<file path="config.mk">
export PLATFORM = sky130hd
export DESIGN_NAME = pcor_ctrl
export DESIGN_NICKNAME = d
export VERILOG_FILES = /design/src/rtl/pcor_pkg.sv /design/src/rtl/pcor_ctrl.sv
export SDC_FILE = /design/constraint.sdc
export NUM_CORES = 1
export LEC_CHECK = 0
export BUFFER_PORTS_ARGS = -buffer_cell sky130_fd_sc_hd__buf_2
export CAP_MARGIN = 10
export CORE_MARGIN = 8
export CORE_UTILIZATION = 40
export CTS_CLUSTER_SIZE = 16
export DETAILED_ROUTE_END_ITERATION = 10
export HOLD_SLACK_MARGIN = 0.12
export SLEW_MARGIN = 20
export SYNTH_ARGS = -nofsm -noshare
export SYNTH_HDL_FRONTEND = slang
export SYNTH_SLANG_ARGS = --single-unit
</file>
<file path="constraint.sdc">
create_clock -name aclk -period 1.95 [get_ports aclk]
set_clock_uncertainty 0.2 [all_clocks]
set_input_delay 0.39 -clock aclk [delete_from_list [all_inputs] [get_ports aclk]]
set_output_delay 0.39 -clock aclk [all_outputs]
set_load 0.01 [all_outputs]
</file>
<file path="src/rtl/pcor_pkg.sv">
// ----------------------------------------------------------------------------
// pcor_pkg
// shared types for the correlation block: states, multiplier ops,
// result status codes and the controller/datapath command and status groups
// ----------------------------------------------------------------------------
package pcor_pkg;

    localparam int DefMaxPairs   = 4096;
    localparam int DefSampleBits = 16;

    typedef enum logic [3:0] {
        S_ACC, S_CHECK, S_MSTART, S_MWAIT, S_ZCHK, S_QINIT, S_BIT, S_NEXT, S_RES
    } state_t;

    typedef enum logic [3:0] {
        OP_NSXY, OP_SXSY, OP_NSXX, OP_SXSX, OP_NSYY, OP_SYSY,
        OP_AB, OP_NN, OP_TT, OP_TP
    } mul_op_t;

    typedef enum logic [1:0] {
        ST_OK       = 2'd0,
        ST_ZERO_VAR = 2'd1,
        ST_TOO_MANY = 2'd2
    } pcor_status_t;

    typedef struct packed {
        logic         accum;
        logic         start;
        mul_op_t      op;
        logic         q_init;
        logic         bit_dec;
        logic         clear;
        logic         load_out;
        pcor_status_t out_code;
    } pcor_cmd_t;

    typedef struct packed {
        logic mul_done;
        logic va_zero;
        logic vb_zero;
        logic ovf;
        logic cand_over;
        logic bit_zero;
        logic out_free;
    } pcor_stat_t;

    function automatic mul_op_t mul_op_next(mul_op_t op);
        mul_op_t r;
        unique case (op)
            OP_NSXY: r = OP_SXSY;
            OP_SXSY: r = OP_NSXX;
            OP_NSXX: r = OP_SXSX;
            OP_SXSX: r = OP_NSYY;
            OP_NSYY: r = OP_SYSY;
            OP_AB:   r = OP_NN;
            OP_TT:   r = OP_TP;
            default: r = OP_NSXY;
        endcase
        return r;
    endfunction

endpackage

</file>
<file path="src/rtl/pcor_ctrl.sv">
// ----------------------------------------------------------------------------
// pcor_ctrl
// sequencer: accumulation, product schedule, magnitude search, result load
// ----------------------------------------------------------------------------
module pcor_ctrl (
    input  logic                 aclk,
    input  logic                 aresetn,
    input  logic                 s_valid,
    input  logic                 s_last_pair,
    output logic                 s_ready,
    input  pcor_pkg::pcor_stat_t stat,
    output pcor_pkg::pcor_cmd_t  cmd
);
    import pcor_pkg::*;

    state_t       state_reg, state_next;
    mul_op_t      op_reg, op_next;
    pcor_status_t code_reg, code_next;

    always_ff @(posedge aclk) begin
        if (!aresetn) begin
            state_reg <= S_ACC;
            op_reg    <= OP_NSXY;
            code_reg  <= ST_OK;
        end else begin
            state_reg <= state_next;
            op_reg    <= op_next;
            code_reg  <= code_next;
        end
    end

    always_comb begin
        state_next   = state_reg;
        op_next      = op_reg;
        code_next    = code_reg;
        s_ready      = 1'b0;
        cmd          = '0;
        cmd.op       = op_reg;
        cmd.out_code = code_reg;
        unique case (state_reg)
            S_ACC: begin
                s_ready   = 1'b1;
                cmd.accum = s_valid;
                if (s_valid && s_last_pair) state_next = S_CHECK;
            end
            S_CHECK: begin
                if (stat.ovf) begin
                    code_next  = ST_TOO_MANY;
                    state_next = S_RES;
                end else begin
                    op_next    = OP_NSXY;
                    state_next = S_MSTART;
                end
            end
            S_MSTART: begin
                cmd.start  = 1'b1;
                state_next = S_MWAIT;
            end
            S_MWAIT: begin
                if (stat.mul_done) begin
                    case (op_reg)
                        OP_SYSY: state_next = S_ZCHK;
                        OP_NN:   state_next = S_QINIT;
                        OP_TP:   state_next = S_NEXT;
                        default: begin
                            op_next    = mul_op_next(op_reg);
                            state_next = S_MSTART;
                        end
                    endcase
                end
            end
            S_ZCHK: begin
                if (stat.va_zero || stat.vb_zero) begin
                    code_next  = ST_ZERO_VAR;
                    state_next = S_RES;
                end else begin
                    op_next    = OP_AB;
                    state_next = S_MSTART;
                end
            end
            S_QINIT: begin
                cmd.q_init = 1'b1;
                code_next  = ST_OK;
                state_next = S_BIT;
            end
            S_BIT: begin
                if (stat.cand_over) begin
                    state_next = S_NEXT;
                end else begin
                    op_next    = OP_TT;
                    state_next = S_MSTART;
                end
            end
            S_NEXT: begin
                if (stat.bit_zero) begin
                    state_next = S_RES;
                end else begin
                    cmd.bit_dec = 1'b1;
                    state_next  = S_BIT;
                end
            end
            S_RES: begin
                if (stat.out_free) begin
                    cmd.load_out = 1'b1;
                    cmd.clear    = 1'b1;
                    code_next    = ST_OK;
                    state_next   = S_ACC;
                end
            end
            default: state_next = S_ACC;
        endcase
    end

endmodule

</file>
==> metrics <==
final hold viol count=0; failing checks=negative setup slack; WL/cell=around 14 µm; PnR worst setup slack=-110.0 ps; CP Class=flip-flop to primary output; Seq pwr share=0.374; largest net degree at the start of global routing=12; die height=60.22 µm; Min-Delay Path Class=input port to flip-flop; Worst EP required=1360 ps; Post-synth top flop=dfxtp_1; Min-Delay Path Depth=4; Final setup viols=4; Post-synth top cells=nand2_1, dfxtp_1, nor2_1; Slowest cell on crit path=or4_4; outcome=complete, but fails checks; switching share of power=0.2872; min Tclk post-route=2060 ps; number of global-route vias before repair=~830; routed vias/inst=5.374; worst-path maximum fanout=5; row count=16; Critical Path Source=state_reg[2]; Avg Cell Area, Syn=~8 µm²; Pwr per Cell Area=481.1 nW/µm²; Global Route Usage Sum=0.1340; slew margin rel.=0.7111; Placement Setup Slack=-39.08 ps; nets=148; critical path, cell by cell=buf_6 -> or4_4 -> nor2_4 -> buf_6; sw power=167.0 µW; CTS buffer count=3; die area=3626 µm²; Hold Path Origin=stat[6]; most common cell in the synthesized netlist=nand2_1; # DRC=0; Pwr Total=581.4 µW; area leader, netlist=dfxtp_1; Peak Freq=485.4 MHz; CP Launch Type=flip-flop; Max Buffers Root-to-Sink=2; Final Slew Violations=0; worst skew pair latency=about 280 ps; initial antenna violation count=0; die width=60.22 µm; Worst Path Buf+Inv=2; slowest stage delay, CP=500 ps; synth top area cells=dfxtp_1, nand2_1, nor2_1; routed vias=876; sequential cell area fraction in the yosys report=0.2560; IO buf count=23; Initial Util=0.4112; CP endpoint kind=primary output; P_leak=0.0004958 µW; Core Region=1902 µm²; max cap viols=0; launching point of the worst reg2reg path=state_reg[2]; Boundary Pins=24; synth warn=0; Mapped Cells=95; Routability Congestion=0.8247; Yosys reg bits=10; clock share of power=0.333; Synth top area share=0.2560; gr ovfl total=0; H-tree depth=1; CP Depth=4; number of DRC markers in iteration 0=33; RSZ-0062 raised after global routing=yes; clk sinks=10; Worst-Margin Slew=432.4 ps; Antenna Violating Nets Remaining=0; clock-pin slew on the worst setup and hold paths=60 ps; CP most frequent cell=buf_6; Mapped Area=782.0 µm²; CTS tree=built; synthesis-to-layout area growth=54.56%; Post-Syn Nets=106; Worst Reg-to-Reg Cells=7; hpwl dp=1.608 mm; placed cells=152; peak supply drop=about 0.00036 V; ratio of cells with drive above 1 in the final layout=0.5515; first-pass GRT wire length=3.657 mm; drt total wl=2.297 mm; CP delay by family, top=simple AND/OR/NAND/NOR gates; Diodes inserted=0; Gate power share=0.294; DRT Pass-1 Iters=7; Final Non-Filler Cells=163; Arr. time, crit path=1470 ps; Final Cycle Share=1.056; number of synthesized flops with an enable pin=0; fraction of registers with async set/reset=0; CTS root buffer=clkbuf_4; number of distinct library cells after synthesis=51; Int Power=414.4 µW
==> power by group through the flow <==
stage                     clock (µW)  combinational, µW  sequential, µW
after floorplan                    0               84.8             223
after global placement             0                136             222
after detailed placement           0                138             222
after CTS                        198                145             217
after global routing             209                183             218
final                            193                171             217
==> logic make-up (layout without fill, tap and decap cells) <==
logic type / count (synthesis) / count (layout) / synth area share
flops: 10 / 10 / 0.2560
compound gates: 25 / 25 / 0.2720
buf+inv: 10 / 51 / 0.06399
simple gates: 49 / 49 / 0.3936
mux: 1 / 1 / 0.01440
==> worst register-to-register path, cell delays in order (launching register included) <==
cell and delay [ps]:
dfxtp_4 350, buf_4 170, nor4b_1 150, buf_4 140
a221oi_4 240, nand4_2 190, a2111o_1 370, a21boi_1 120
==> placed cells by master (no fill, tap or decap), types with 2 or more instances in the layout <==
master / netlist / routed
buf_6: 0 / 5
a21boi_1: 3 / 3
nor4b_1: 2 / 2
buf_2: 4 / 21
and2_1: 2 / 2
a211oi_1: 2 / 2
buf_4: 2 / 18
dfxtp_4: 0 / 3
nand2_1: 13 / 13
dfxtp_1: 10 / 6
a21oi_1: 3 / 3
o21ai_1: 2 / 2
clkbuf_4: 0 / 3
o221a_1: 2 / 2
inv_1: 2 / 2
nor2_1: 7 / 6
==> final timing paths <==
path / endpoint / slack [ps]
worst min register to register: code_reg[1] / 250
worst max register to register: op_reg[0] / -30
worst min-delay path: state_reg[1] / 210
worst max-delay path: cmd[3] / -110
==> cell type report <==
type	instances	area [µm²]
sequential	10	212.7
fill	181	693.2
tap	27	33.78
timing repair buffer	44	296.5
inverter	3	11.26
multi-input combinational	75	618.1
clock buffer	4	36.28
==> layer usage <==
| layer | track usage | routed length [µm] | vias to the layer above |
|---|---|---|---|
| li1 | - | - | 437 |
| met5 | 0 | 0 | - |
| met2 | 0.2256 | 1110 | 31 |
| met3 | 0.04731 | 153 | 0 |
| met1 | 0.1560 | 1034 | 408 |
| met4 | 0.03061 | 0 | 0 |
==> stage by stage <==
| step | area (µm²) | hold slack (ps) | setup TNS (ps) | utilization |
|---|---|---|---|---|
| 2_1_floorplan | 792.0 | 279.2 | 0 | - |
| 3_3_place_gp | 1016 | 240.0 | 0 | 0.5342 |
| 3_5_place_dp | 1016 | 244.1 | -39.08 | 0.5342 |
| 4_1_cts | 1117 | 205.4 | -226.8 | 0.5875 |
| 5_1_grt | 1209 | 222.2 | -721.2 | 0.6355 |
| 6_report | 1209 | 208.9 | -269.1 | 0.6355 |
==> timing repair <==
item / 4_1_cts / 5_1_grt
cloned: 0 / 0
hold buffers: 0 / 0
gates resized for setup: 11 / 13
setup endpoints to repair: 7 / 10
buffers inserted: 7 / 1
pin swaps: 5 / 5
Power figures use the tool's default switching activity.
